==> config.mk <==
export PLATFORM = sky130hd
export DESIGN_NAME = jgs_div
export DESIGN_NICKNAME = d
export VERILOG_FILES = /design/src/jacobi_gauss_seidel_solver_assert.svh /design/src/jgs_pkg.sv /design/src/jgs_div.sv
export SDC_FILE = /design/constraint.sdc
export NUM_CORES = 1
export LEC_CHECK = 0
export BUFFER_PORTS_ARGS = -buffer_cell sky130_fd_sc_hd__buf_2
export CAP_MARGIN = 20
export CORE_MARGIN = 1.5
export CORE_UTILIZATION = 50
export DETAILED_ROUTE_END_ITERATION = 7
export HOLD_SLACK_MARGIN = 0.02
export PLACE_DENSITY = 0.77
export SYNTH_ARGS = -nofsm -noshare
export SYNTH_HDL_FRONTEND = slang
export SYNTH_SLANG_ARGS = --single-unit
==> constraint.sdc <==
create_clock -name clock -period 9.1 [get_ports clock]
set_clock_uncertainty 0.05 [all_clocks]
set_input_delay 0.91 -clock clock [delete_from_list [all_inputs] [get_ports clock]]
set_output_delay 0.91 -clock clock [all_outputs]
set_load 0.01 [all_outputs]
==> src/jacobi_gauss_seidel_solver_assert.svh <==
// ----------------------------------------------------------------------------
// Assertion macros for the linear system solver
// Implication checks, sampled on the rising clock edge and masked by reset.
// ----------------------------------------------------------------------------
`ifndef JACOBI_GAUSS_SEIDEL_SOLVER_ASSERT_SVH
`define JACOBI_GAUSS_SEIDEL_SOLVER_ASSERT_SVH

`ifndef NO_ASSERTIONS
// same-cycle implication
`define JGS_ASSERT_NOW(label, clk, rst, ante, cons) \
   label: assert property (@(posedge clk) disable iff (rst) (ante) |-> (cons)) \
      else $error("jgs assertion failed");
// next-cycle implication
`define JGS_ASSERT_NEXT(label, clk, rst, ante, cons) \
   label: assert property (@(posedge clk) disable iff (rst) (ante) |=> (cons)) \
      else $error("jgs assertion failed");
`else
`define JGS_ASSERT_NOW(label, clk, rst, ante, cons)
`define JGS_ASSERT_NEXT(label, clk, rst, ante, cons)
`endif

`endif

==> src/jgs_pkg.sv <==
// ----------------------------------------------------------------------------
// jgs_pkg
// Field widths, codes and shared types of the linear system solver.
// ----------------------------------------------------------------------------
package jgs_pkg;

   localparam int ROW_W    = 4;
   localparam int COL_W    = 5;
   localparam int DATA_W   = 32;
   localparam int STATUS_W = 2;
   localparam int SWEEP_W  = 16;
   localparam int TOL_W    = 17;
   localparam int CSR_IDX_W = 2;
   localparam int ACC_W    = 64;
   localparam int FRAC_W   = 16;

   // input word kinds
   localparam logic KIND_LOAD  = 1'b0;
   localparam logic KIND_START = 1'b1;

   // result status codes
   localparam logic [STATUS_W-1:0] STAT_CONVERGED = 2'd0;
   localparam logic [STATUS_W-1:0] STAT_LIMIT     = 2'd1;
   localparam logic [STATUS_W-1:0] STAT_ZERO_DIAG = 2'd2;

   // register indexes
   localparam logic [CSR_IDX_W-1:0] CSR_NUM_UNKNOWNS = 2'd0;
   localparam logic [CSR_IDX_W-1:0] CSR_METHOD       = 2'd1;
   localparam logic [CSR_IDX_W-1:0] CSR_TOLERANCE    = 2'd2;
   localparam logic [CSR_IDX_W-1:0] CSR_MAX_SWEEPS   = 2'd3;

   localparam logic METHOD_JACOBI = 1'b0;

   typedef struct packed {
      logic busy;
      logic done;
   } div_stat_type;

endpackage

==> src/jgs_div.sv <==
// ----------------------------------------------------------------------------
// jgs_div
// Serial signed divider, one quotient bit per cycle, truncating toward zero,
// result saturated to the configured value width.
// ----------------------------------------------------------------------------
module jgs_div #(
   parameter int VALUE_WIDTH = 32
) (
   input  logic                                clock,
   input  logic                                reset,
   input  logic                                start,
   input  logic signed [jgs_pkg::ACC_W-1:0]    dividend,
   input  logic signed [jgs_pkg::DATA_W-1:0]   divisor,
   output logic signed [jgs_pkg::DATA_W-1:0]   quotient,
   output jgs_pkg::div_stat_type               stat
);
   import jgs_pkg::*;

   localparam int SAT_W = (VALUE_WIDTH > DATA_W) ? DATA_W : VALUE_WIDTH;
   localparam logic [ACC_W-1:0] HI_MAG = ACC_W'((64'd1 << (SAT_W - 1)) - 64'd1);
   localparam int CNT_W = $clog2(ACC_W);

   logic                 run_ff, fin_ff, done_ff;
   logic [CNT_W-1:0]     cnt_ff;
   logic [ACC_W-1:0]     num_ff, quo_ff;
   logic [DATA_W-1:0]    rem_ff, dvs_ff;
   logic                 neg_ff;
   logic signed [DATA_W-1:0] quotient_ff;

   logic [DATA_W:0]      trial;
   logic                 qbit;
   logic [ACC_W-1:0]     quo_in;

   always_comb begin
      trial  = {rem_ff, num_ff[ACC_W-1]};
      qbit   = (trial >= {1'b0, dvs_ff});
      quo_in = {quo_ff[ACC_W-2:0], qbit};
   end

   always_ff @(posedge clock) begin
      if (reset) begin
         run_ff  <= 1'b0;
         fin_ff  <= 1'b0;
         done_ff <= 1'b0;
      end else begin
         // pulse done for one cycle once the last step has been clamped
         done_ff <= !start && !run_ff && fin_ff;
         if (start) begin
            run_ff <= 1'b1;
            cnt_ff <= '0;
            rem_ff <= '0;
            quo_ff <= '0;
            num_ff <= dividend[ACC_W-1] ? ACC_W'(-dividend) : ACC_W'(dividend);
            dvs_ff <= divisor[DATA_W-1] ? DATA_W'(-divisor) : DATA_W'(divisor);
            neg_ff <= dividend[ACC_W-1] ^ divisor[DATA_W-1];
         end else if (run_ff) begin
            rem_ff <= qbit ? DATA_W'(trial - {1'b0, dvs_ff}) : DATA_W'(trial);
            quo_ff <= quo_in;
            num_ff <= {num_ff[ACC_W-2:0], 1'b0};
            cnt_ff <= cnt_ff + 1'b1;
            if (cnt_ff == CNT_W'(ACC_W - 1)) begin
               run_ff <= 1'b0;
               fin_ff <= 1'b1;
            end
         end else if (fin_ff) begin
            // clamp magnitude, then apply sign
            fin_ff  <= 1'b0;
            if (!neg_ff) begin
               quotient_ff <= (quo_ff > HI_MAG) ? DATA_W'(HI_MAG) : DATA_W'(quo_ff);
            end else if (quo_ff > HI_MAG + 1'b1) begin
               quotient_ff <= DATA_W'(-(HI_MAG + 1'b1));
            end else begin
               quotient_ff <= DATA_W'(-quo_ff);
            end
         end
      end
   end

   assign quotient  = quotient_ff;
   assign stat.busy = run_ff | fin_ff;
   assign stat.done = done_ff;

endmodule

==> impl_results.md, run 1 <==
* Global routing usage summed across all routing layers at 20.77%
* Clock buffers created by TritonCTS at 26
* Later-pin clock latency in the skew report at 530 ps
* Hold bufs inserted after CTS at 0
* Sort of element at the end of the critical path: register
* Areal power density over the cells at 181.3 mW/mm²
* Multi-input logic area at 0.006319 mm²
* Worst Setup Slack, final at 4685 ps
* Layout filler cell count at 2284
* Number of pins with negative max-slew slack in the final report at 0
* Placer congestion estimate at 0.9252
* First-pass GRT wire length at 48830 µm
* Effective utilization at floorplan at 51.08%
* Top fanout value on the critical path at 19
* Synth-to-Final Area Change at 12.55%
* Outcome: completed
* Type of the tightest min-delay check: reg2reg
* Register-to-Register Path Depth at 10
* Share of cell area taken by muxes after synthesis at 2.490%
* Height of the chip at 168.9 µm
* Portion of the post-synthesis area used by sequential elements at 50.82%
* CTS tree: yes
* Number of buffer cells added on primary ports at 132
* IR Drop Worst-Case VDD at 0.1503 mV
* Standard-cell rows at 60
* Bufs on Longest Clock Path at 3
* Routed via count at 10480
* Layout cell share with drive strength beyond 1 at 15.65%
* Quantity of gates resized following cts at 0
* Switching share of power at 26.72%
* Post-Layout Inst Area at 0.01549 mm²
* DRT Pass-1 Iters at 5
* Clock Power Share at 35.6%
* Post-Syn Area at 0.01377 mm²
* Xor/xnor cell area share of the yosys netlist at 7.571%
* Antenna violations before repair at 2
* Chip Width at 168.9 µm
* Flip-flop cell with the highest count after synthesis: edfxtp_1
* Number of DRC markers in iteration 0 at 803
* # placed instances at 1753
* Synthesized-area fraction occupied by ao, oa, aoi and oai cells at 14.32%
* Post-Layout Cell Count at 1800
* Slew at the pin with the worst max-slew slack at 1067 ps
* Final Hold Fails at 0
* Maximum number of pins on one net before global-route repair at 141
* Crit path time final at 4415 ps
* Cell area after placement at 0.01468 mm²
* Adder and majority gate portion of the synthesized area at 3.417%
* Fmax achieved at 0.2265 GHz
* Async SR Flop Fraction at 0%
* CP arrival at 4660 ps
* Core utilization of the finished layout at 57.49%
* Sum of negative setup slack at 0 ps
* Cell leakage power at 5.641 nW
* Yosys warnings at 0
* Nets in the synthesized netlist at 1478
* Remaining max-slew budget at the tightest pin at 28.84%
* Hold path startpoint: fin_ff$_SDFFE_PP0P_
* Synth Area in Simple Gates at 17.94%
* Category of the most critical setup path: reg2reg
* WHS Endpoint: fin_ff$_SDFFE_PP0P_
* Master cell of the clock root buffer: clkbuf_16
* Post-route clock period utilization at 48.51%
* Count of unresolved DRC violations after routing at 0
* Post-synthesis instance total at 1342
* Reg2Reg Setup Slack at 4690 ps
* Register share of total power at 46.9%
* Total congestion overflow at 0
* Cells taking the most area after synthesis: edfxtp_1, a21oi_1, xnor2_1, nand2_1, xor2_1
* Clock sink count at 234
* Count of nets after finishing at 1576
* Routed WL at 29720 µm
* Distinct cell type count after synthesis at 59
* Average footprint of a synthesized cell at 10.26 µm²
* Detailed-placement wirelength estimate at 20310 µm
* Via count of the first global-routing pass at 9844
* Area used by sequential logic in the layout at 0.006997 mm²
* Proportion of netlist area held by the largest area contributor at 50.39%
* EDFF count, synth at 231
* Switching pwr at 0.7507 mW
* Maximum Capacitance Violations at 0
* Internal power at 2.059 mW
* RSZ-0062 raised after global routing: no
* Die Outline Area at 0.02854 mm²
* Post-Place Setup Slack at 4742 ps
* Average wire per standard cell at 16.51 µm
* Required arrival time at the worst endpoint at 9350 ps
* Flip-flop and latch count after synthesis at 234
* Hold depth at 1
* H-Tree Level Count at 1
* Dominant combinational cell family by area after synthesis: simple AND/OR/NAND/NOR gates
* Mean number of vias per cell at 5.821
* Capturing point of the worst reg2reg path: quotient[19]$_DFFE_PP_
* Post-detailed-route count of antenna-violating nets at 0
* Library cell occupying the most area in the post-synthesis netlist: edfxtp_1
* Startpoint type of the worst setup path: register
* Origin of the critical flop-to-flop path: quo_ff[0]$_SDFFCE_PP0P_
* Number of buffers inserted to repair setup after CTS at 0
* Clk pin slew, worst setup/hold paths at 60 ps
* I/O pin total at 133
* Combinational group share of total power at 17.6%
* Placeable Area at 0.02695 mm²
* # setup viols final at 0
cells in the final DEF, fill, tap and decap left out, drive strengths merged, types with 17 or more instances in the layout:
master and count:
buf 139, mux2 26, o31ai 18, ha 36, or3 35, nor3 27
xnor2 65, or4 19, inv 56, nor2b 68, nand2 136, nor4 21
a21oi 117, clkbuf 29, edfxtp 231, nor2 101, o21ai 73, xor2 54
nand3 17
cells by family (layout without fill, tap and decap cells):
group	Yosys count	in the layout
AOI/OAI and AO/OA	314	314
xor gates and xnor gates	119	119
adders and majority gates	37	37
buffers and inverters	125	240
DFF	234	234
muxes	31	31
other	0	2
and+or+nand+nor	482	482
final cells by class:
cell class | instances | share of cell area (%)
flip-flops and latches | 234 | 45.15
clock inverters | 16 | 0.9286
repair buffers | 139 | 4.724
multi-input cells | 983 | 40.78
diodes | 2 | 0.03230
well taps | 341 | 2.754
inverters | 56 | 1.357
clock buffers | 29 | 4.272
per-stage QoR:
step	hold WS [ps]	total power, mW
after floorplan	384.1	1.698
after global placement	436.0	1.811
after detailed placement	456.4	1.825
after CTS	465.3	2.830
after global routing	487.5	2.940
final	461.7	2.809
cells in the mapped netlist (8+ instances only):
cell,instances
a211o_1,10
a211oi_1,10
a21o_1,16
a21oi_1,117
clkbuf_1,63
edfxtp_1,231
ha_1,36
inv_1,56
mux2_2,26
nand2_1,136
nand3_1,17
nand4_1,14
nor2_1,101
nor2b_1,68
nor3_1,27
nor4_1,21
o21a_1,8
o21ai_0,71
o311ai_0,13
o31ai_1,17
o41ai_1,14
or3_1,31
or4_1,17
xnor2_1,65
xor2_1,54
worst max-delay path, stage by stage, from the launching register on:
cell and delay, ps:
edfxtp_1 380, inv_1 120, ha_1 190, or3b_2 490
nor4_1 400, nand4_1 330, nor4_1 470, nor2b_1 240
o21a_1 440, nand2_1 510, o311ai_0 550
layer usage:
metal	routed length, µm	vias up	track usage, %
met5	0	-	0
met4	635	0	6.056
met3	1557	51	2.689
met2	13740	323	33.79
met1	13790	4976	29.18
li1	-	5128	-
registers in the layout, indices dropped and copies added (netlist names):
name and flops:
fin_ff 1, cnt_ff 6, dvs_ff 32, rem_ff 32, quo_ff 64, run_ff 1
neg_ff 1, num_ff 64, quotient 32, done_ff 1
worst max path at each step:
stage                                        from                 endpoint  slack (ps)
after floorplan                             start  cnt_ff[0]$_SDFFCE_PP0P_         170
after global placement               dividend[12]     num_ff[53]$_DFFE_PP_        4910
after detailed placement  quo_ff[0]$_SDFFCE_PP0P_   quotient[19]$_DFFE_PP_        4740
after CTS                 quo_ff[0]$_SDFFCE_PP0P_   quotient[19]$_DFFE_PP_        4730
after global routing      quo_ff[0]$_SDFFCE_PP0P_   quotient[19]$_DFFE_PP_        4280
final                     quo_ff[0]$_SDFFCE_PP0P_   quotient[19]$_DFFE_PP_        4690
power by group through the flow:
stage	logic (mW)	clock network, mW	registers (mW)
finish	0.494	0.999	1.32
global route	0.552	1.06	1.32
global placement	0.476	0	1.33
CTS	0.492	1.02	1.32
floorplan	0.364	0	1.33
detailed placement	0.488	0	1.34
Note: power is estimated with default switching activity, not from simulation.
==> inputs of run 2 (changes only) <==
--- a/config.mk
+++ b/config.mk
@@ -11,7 +11,7 @@
 export CORE_UTILIZATION = 50
 export DETAILED_ROUTE_END_ITERATION = 7
 export HOLD_SLACK_MARGIN = 0.02
-export PLACE_DENSITY = 0.77
+export PLACE_DENSITY = 0.74
 export SYNTH_ARGS = -nofsm -noshare
 export SYNTH_HDL_FRONTEND = slang
 export SYNTH_SLANG_ARGS = --single-unit
==> constraint.sdc (replaced) <==
create_clock -name clock -period 4.43 [get_ports clock]
set_clock_uncertainty 0.05 [all_clocks]
set_input_delay 0.443 -clock clock [delete_from_list [all_inputs] [get_ports clock]]
set_output_delay 0.443 -clock clock [all_outputs]
set_load 0.01 [all_outputs]
==> impl_results.md, run 2 (synthesized netlist as in run 1, its figures left out) <==
* Number of pins with negative max-slew slack in the final report at 0 (unchanged)
* Post-detailed-route count of antenna-violating nets at 0 (unchanged)
* Clock Power Share at 35.5% (about the same)
* Mean number of vias per cell at 5.737 (-1.4%)
* Average wire per standard cell at 16.34 µm (-1.0%)
* Master cell of the clock root buffer: clkbuf_16
* Type of the tightest min-delay check: in2reg
* Number of buffers inserted to repair setup after CTS at 0 (unchanged)
* Placer congestion estimate at 0.9233 (-0.21%)
* Post-route clock period utilization at 89.21% (+41 points)
* Clock buffers created by TritonCTS at 26 (unchanged)
* Final Power at 5.773 mW (+110%)
* Standard-cell rows at 60 (unchanged)
* Remaining max-slew budget at the tightest pin at 33.40% (+4.6 points)
* First-pass GRT wire length at 49360 µm (+1.1%)
* Capturing point of the worst reg2reg path: quotient[8]$_DFFE_PP_
* IR Drop Worst-Case VDD at 0.2636 mV (+75%)
* Clock sink count at 234 (unchanged)
* Maximum Capacitance Violations at 0 (unchanged)
* Placeable Area at 0.02695 mm² (unchanged)
* DRT Pass-1 Iters at 5 (unchanged)
* Slew at the pin with the worst max-slew slack at 999.1 ps (-68.29 ps)
* Height of the chip at 168.9 µm (unchanged)
* Combinational group share of total power at 17.5% (about the same)
* Count of unresolved DRC violations after routing at 0 (unchanged)
* Internal power at 4.240 mW (+110%)
* Detailed-placement wirelength estimate at 20790 µm (+2.4%)
* Category of the most critical setup path: reg2reg
* Effective utilization at floorplan at 51.08% (unchanged)
* CTS tree: yes
* Largest regs: num_ff (64), quo_ff (64)
* Required arrival time at the worst endpoint at 4680 ps (-4670 ps)
* Reg2Reg Setup Slack at 480 ps (-4210 ps)
* Chip Width at 168.9 µm (unchanged)
* Areal power density over the cells at 371.1 mW/mm² (+100%)
* Hold bufs inserted after CTS at 0 (unchanged)
* Quantity of gates resized following cts at 0 (unchanged)
* Sum of negative setup slack at 0 ps (unchanged)
* Worst-path cell chain: inv_1, ha_1, or3b_2, nor4_1, nand4_1, nor4_1, nor2b_1, o21a_1, nand2_1, o311ai_0
* Maximum number of pins on one net before global-route repair at 97 (-31%)
* I/O pin total at 133 (unchanged)
* Switching share of power at 26.55% (-0.17 points)
* Layout filler cell count at 2308 (+1.1%)
* Die Outline Area at 0.02854 mm² (unchanged)
* Count of nets after finishing at 1584 (+0.51%)
* Global routing usage summed across all routing layers at 20.89% (+0.12 points)
* Critical-path cell with the highest stage delay: o311ai_0
* Switching pwr at 1.533 mW (+100%)
* Worst slack on hold paths at 104.6 ps (-357.1 ps)
* Sort of element at the end of the critical path: register
* Total congestion overflow at 0 (unchanged)
* Cell depth of the worst setup path at 10 (unchanged)
* # setup viols final at 0 (unchanged)
* Via count of the first global-routing pass at 9958 (+1.2%)
* Register share of total power at 46.9% (about the same)
* Leading cell type in the layout, fill and taps excluded: edfxtp_1
* Bufs on Longest Clock Path at 3 (unchanged)
* Final Hold Fails at 0 (unchanged)
* Later-pin clock latency in the skew report at 530 ps (about the same)
* Cell family with the largest share of critical-path delay: simple AND/OR/NAND/NOR gates
* Number of DRC markers in iteration 0 at 785 (-2.2%)
* Highest-count cells in the layout ignoring fill and taps: edfxtp_1, nand2_1, buf_2, a21oi_1, nor2_1
* Fmax achieved at 0.2530 GHz (+12%)
* Outcome: completed
* H-Tree Level Count at 1 (unchanged)
* Routed via count at 10380 (-0.95%)
* Launch point of the critical path: quo_ff[1]$_SDFFCE_PP0P_
* Delay of the slowest cell on the worst path at 510 ps (-40 ps)
* CP arrival at 4200 ps (-460 ps)
* Hold path startpoint: divisor[0]
* Number of buffer cells added on primary ports at 132 (unchanged)
* Routed WL at 29570 µm (-0.53%)
* Origin of the critical flop-to-flop path: quo_ff[1]$_SDFFCE_PP0P_
* RSZ-0062 raised after global routing: no
* Clk pin slew, worst setup/hold paths at 60 ps (about the same)
* Register-to-Register Path Depth at 10 (unchanged)
* Cell leakage power at 5.682 nW (+0.74%)
* Buf/Inv on CP at 1 (unchanged)
* Startpoint type of the worst setup path: register
* Crit path time final at 3952 ps (-462.8 ps)
* Worst setup endpoint: quotient[8]$_DFFE_PP_
* Hold depth at 1 (unchanged)
* Layout cell share with drive strength beyond 1 at 16.30% (+0.65 points)
* Top fanout value on the critical path at 19 (unchanged)
* Synth-to-Final Area Change at 13.01%
* Antenna violations before repair at 2 (unchanged)
* Cell repeated most along the worst path: nor4_1
-- run 2: changes by cell type in the layout (fill, tap and decap cells not counted) --
cell        before  now
clkinvlp_4       2    3
clkinv_4         1    0
clkbuf_1         3    4
nor4b_2          1    0
clkinv_1         5    2
buf_4            6   15
buf_12           1    0
clkinv_2         5    8
nor4b_4          0    1
-- run 2: power by group through the flow --
stage / clock, mW / combinational (mW) / sequential (mW)
after CTS: 2.11 / 1.01 / 2.71
after global placement: 0 / 0.981 / 2.75
after floorplan: 0 / 0.749 / 2.72
after detailed placement: 0 / 1.00 / 2.75
final: 2.05 / 1.01 / 2.71
after global routing: 2.18 / 1.14 / 2.73
-- run 2: how the worst min path moves through the flow --
stage | to | slack, ps
2_1_floorplan | done_ff$_SDFF_PP0_ | 400
4_1_cts | dvs_ff[0]$_DFFE_PP_ | 80
6_report | dvs_ff[0]$_DFFE_PP_ | 100
3_3_place_gp | fin_ff$_SDFFE_PP0P_ | 440
5_1_grt | dvs_ff[0]$_DFFE_PP_ | 90
3_5_place_dp | done_ff$_SDFF_PP0_ | 470
-- run 2: cell type report --
| type | instances | area, µm² | area share [%] |
|---|---|---|---|
| tap | 341 | 426.7 | 2.742 |
| inverter | 56 | 210.2 | 1.351 |
| clock inverter | 16 | 146.4 | 0.9410 |
| timing repair buffer | 147 | 779.5 | 5.010 |
| antenna | 2 | 5.005 | 0.03217 |
| multi-input combinational | 983 | 6327 | 40.67 |
| clock buffer | 30 | 665.6 | 4.279 |
| sequential | 234 | 6997 | 44.97 |
-- run 2: worst reg2reg max path, cell delays in order, from the launching register on --
cell and delay (ps):
edfxtp_1 410, inv_1 90, ha_1 170, or3b_2 490, nor4_1 400, nand4_1 320, nor4_1 490, nor2b_1 240
o21a_1 150, nand2_1 410, o311ai_0 510
-- run 2: metal layers --
metal | track usage (%) | up-vias | routed length [µm]
li1 | - | 5154 | -
met1 | 29.55 | 4872 | 13940
met2 | 33.85 | 293 | 13520
met3 | 2.525 | 59 | 1348
met4 | 6.172 | 0 | 761
met5 | 0 | - | 0
-- run 2: per-stage QoR --
stage | utilization, % | std cells | cell area [µm²] | setup WS, ps
floorplan | - | 1342 | 13780 | 653.4
detailed placement | 54.69 | 1761 | 14740 | 582.1
finish | 57.73 | 1809 | 15560 | 478.0
global route | 57.73 | 1809 | 15560 | 108.2
global placement | 54.69 | 1761 | 14740 | 679.6
CTS | 57.71 | 1807 | 15550 | 560.3
==> inputs of run 3 (changes only) <==
--- a/config.mk
+++ b/config.mk
@@ -9,6 +9,7 @@
 export CAP_MARGIN = 20
 export CORE_MARGIN = 1.5
 export CORE_UTILIZATION = 50
+export CTS_BUF_LIST = sky130_fd_sc_hd__clkbuf_4
 export DETAILED_ROUTE_END_ITERATION = 7
 export HOLD_SLACK_MARGIN = 0.02
 export PLACE_DENSITY = 0.74
==> impl_results.md, run 3 (synthesized netlist as in run 1, its figures left out) <==
* Outcome: completed
* Routed via count at 10780 (+3.9%)
* Crit path time final at 4051 ps (+99.20 ps)
* Maximum number of pins on one net before global-route repair at 97 (unchanged)
* Origin of the critical flop-to-flop path: quo_ff[1]$_SDFFCE_PP0P_
* Combinational group share of total power at 18.6% (+1.1 points)
* Placeable Area at 0.02695 mm² (unchanged)
* Number of DRC markers in iteration 0 at 866 (+10%)
* Cell area after placement at 0.01474 mm² (unchanged)
* Type of the tightest min-delay check: in2reg
* Buf/Inv on CP at 1 (unchanged)
* Startpoint type of the worst setup path: register
* Highest-count cells in the layout ignoring fill and taps: edfxtp_1, nand2_1, buf_2, a21oi_1, nor2_1
* Number of pins with negative max-slew slack in the final report at 0 (unchanged)
* Switching pwr at 1.556 mW (+1.5%)
* IR Drop Worst-Case VDD at 0.1992 mV (-24%)
* Clock sink count at 234 (unchanged)
* Final Hold Fails at 0 (unchanged)
* Average wire per standard cell at 16.15 µm (-1.2%)
* Cell leakage power at 5.863 nW (+3.2%)
* DRT Pass-1 Iters at 5 (unchanged)
* Bufs on Longest Clock Path at 3 (unchanged)
* Detailed-placement wirelength estimate at 20790 µm (unchanged)
* Later-pin clock latency in the skew report at 690 ps (+160 ps)
* Synth-to-Final Area Change at 14.68%
* Number of buffer cells added on primary ports at 132 (unchanged)
* Cell family with the largest share of critical-path delay: simple AND/OR/NAND/NOR gates
* Hold path startpoint: divisor[27]
* Met1 Wirelength at 14010 µm (+0.47%)
* Post-Layout Inst Area at 0.01579 mm² (+1.5%)
* Fmax achieved at 0.2468 GHz (-2.4%)
* Launch point of the critical path: quo_ff[1]$_SDFFCE_PP0P_
* Switching share of power at 27.96% (+1.4 points)
* Core utilization of the finished layout at 58.58% (+0.85 points)
* Routed WL at 30650 µm (+3.7%)
* Max layer used: met4
* Detail Route met2 WL at 14140 µm (+4.6%)
* Worst slack on hold paths at 74.39 ps (-30.26 ps)
* CP arrival at 4460 ps (+260 ps)
* # placed instances at 1761 (unchanged)
* Slew at the pin with the worst max-slew slack at 1002 ps (+2.944 ps)
* CTS tree: yes
* Maximum Capacitance Violations at 0 (unchanged)
* Delay of the slowest cell on the worst path at 560 ps (+50 ps)
* Post-route clock period utilization at 91.45% (+2.2 points)
* Mean number of vias per cell at 5.680 (-1.0%)
* Worst-path cell chain: inv_1, ha_1, or3b_2, nor4_1, nand4_1, nor4_1, nor2b_1, o21a_1, nand2_1, o311ai_0
* Largest regs: num_ff (64), quo_ff (64)
* Global routing usage summed across all routing layers at 21.71% (+0.82 points)
* Sort of element at the end of the critical path: register
* Leading cell type in the layout, fill and taps excluded: edfxtp_1
* Layout cell share with drive strength beyond 1 at 18.98% (+2.7 points)
* Critical-path cell with the highest stage delay: o311ai_0
* First-pass GRT wire length at 50900 µm (+3.1%)
* Clk pin slew, worst setup/hold paths at 60 ps (about the same)
* RSZ-0062 raised after global routing: no
* Antenna violations before repair at 3 (+1)
* Register share of total power at 48.6% (+1.7 points)
* Layout filler cell count at 2329 (+0.91%)
* Count of unresolved DRC violations after routing at 0 (unchanged)
* Category of the most critical setup path: reg2reg
* Clock Power Share at 32.7% (-2.8 points)
* Top fanout value on the critical path at 19 (unchanged)
* Die Outline Area at 0.02854 mm² (unchanged)
* Standard-cell rows at 60 (unchanged)
* Master cell of the clock root buffer: clkbuf_4
* Cell repeated most along the worst path: nor4_1
* Height of the chip at 168.9 µm (unchanged)
* H-Tree Level Count at 2 (+1)
* Sum of negative setup slack at 0 ps (unchanged)
* Placer congestion estimate at 0.9233 (unchanged)
* Post-Layout Cell Count at 1898 (+4.9%)
* Via count of the first global-routing pass at 10460 (+5.0%)
* Required arrival time at the worst endpoint at 4840 ps (+160 ps)
* Sum of met3 wire segment lengths after detailed routing at 1644 µm (+22%)
* Number of buffers inserted to repair setup after CTS at 0 (unchanged)
* I/O pin total at 133 (unchanged)
* Remaining max-slew budget at the tightest pin at 33.20% (-0.20 points)
* Areal power density over the cells at 352.5 mW/mm² (-5.0%)
* # setup viols final at 0 (unchanged)
* Internal power at 4.009 mW (-5.4%)
* Total congestion overflow at 0 (unchanged)
* Count of nets after finishing at 1648 (+4.0%)
* Effective utilization at floorplan at 51.08% (unchanged)
* Post-detailed-route count of antenna-violating nets at 0 (unchanged)
* Clock buffers created by TritonCTS at 61 (+130%)
* Chip Width at 168.9 µm (unchanged)
-- run 3: changes by cell type in the layout (fill, tap and decap cells not counted), sizes merged --
cell,previous run,this run
diode,2,3
clkinvlp,3,0
dlygate4sd3,0,29
bufinv,2,0
clkbuf,30,93
inv,56,57
-- run 3: per-stage QoR --
stage                     setup slack [ps]  total power, mW
after floorplan                      653.4            3.472
after global placement               679.6            3.729
after detailed placement             582.1            3.754
after CTS                            567.5            5.604
after global routing                 127.1            5.862
final                                378.9            5.566
-- run 3: power by group through the flow --
| stage | sequential, mW | clock, mW | combinational [mW] |
|---|---|---|---|
| 2_1_floorplan | 2.72 | 0 | 0.749 |
| 3_3_place_gp | 2.75 | 0 | 0.981 |
| 4_1_cts | 2.71 | 1.87 | 1.03 |
| 3_5_place_dp | 2.75 | 0 | 1.00 |
| 5_1_grt | 2.72 | 1.98 | 1.16 |
| 6_report | 2.71 | 1.82 | 1.04 |
-- run 3: area by class of cell --
cell class	instances	area, µm²	share of cell area (%)
sequential	234	6997	44.32
inverter	56	210.2	1.331
clock buffer	93	698.2	4.422
antenna	3	7.507	0.04755
tap	341	426.7	2.702
multi-input combinational	983	6327	40.08
clock inverter	12	51.30	0.3249
timing repair buffer	176	1070	6.776
-- run 3: worst paths after layout --
path                           endpoint  slack (ps)  cells after the start
setup / recovery  quotient[8]$_DFFE_PP_         380                     10
hold / removal     dvs_ff[27]$_DFFE_PP_          70                      2
setup reg to reg  quotient[8]$_DFFE_PP_         380                     10
hold reg to reg      done_ff$_SDFF_PP0_         460                      1
-- run 3: repair_timing --
action	CTS	global route
endpoints found under the hold margin	30	0
resized for setup	0	0
hold buffers	29	0
-- run 3: metal layers --
metal	up-vias	track usage, %
met2	355	34.69
met1	5031	29.74
met3	70	3.624
li1	5324	-
met4	0	8.269
met5	-	0
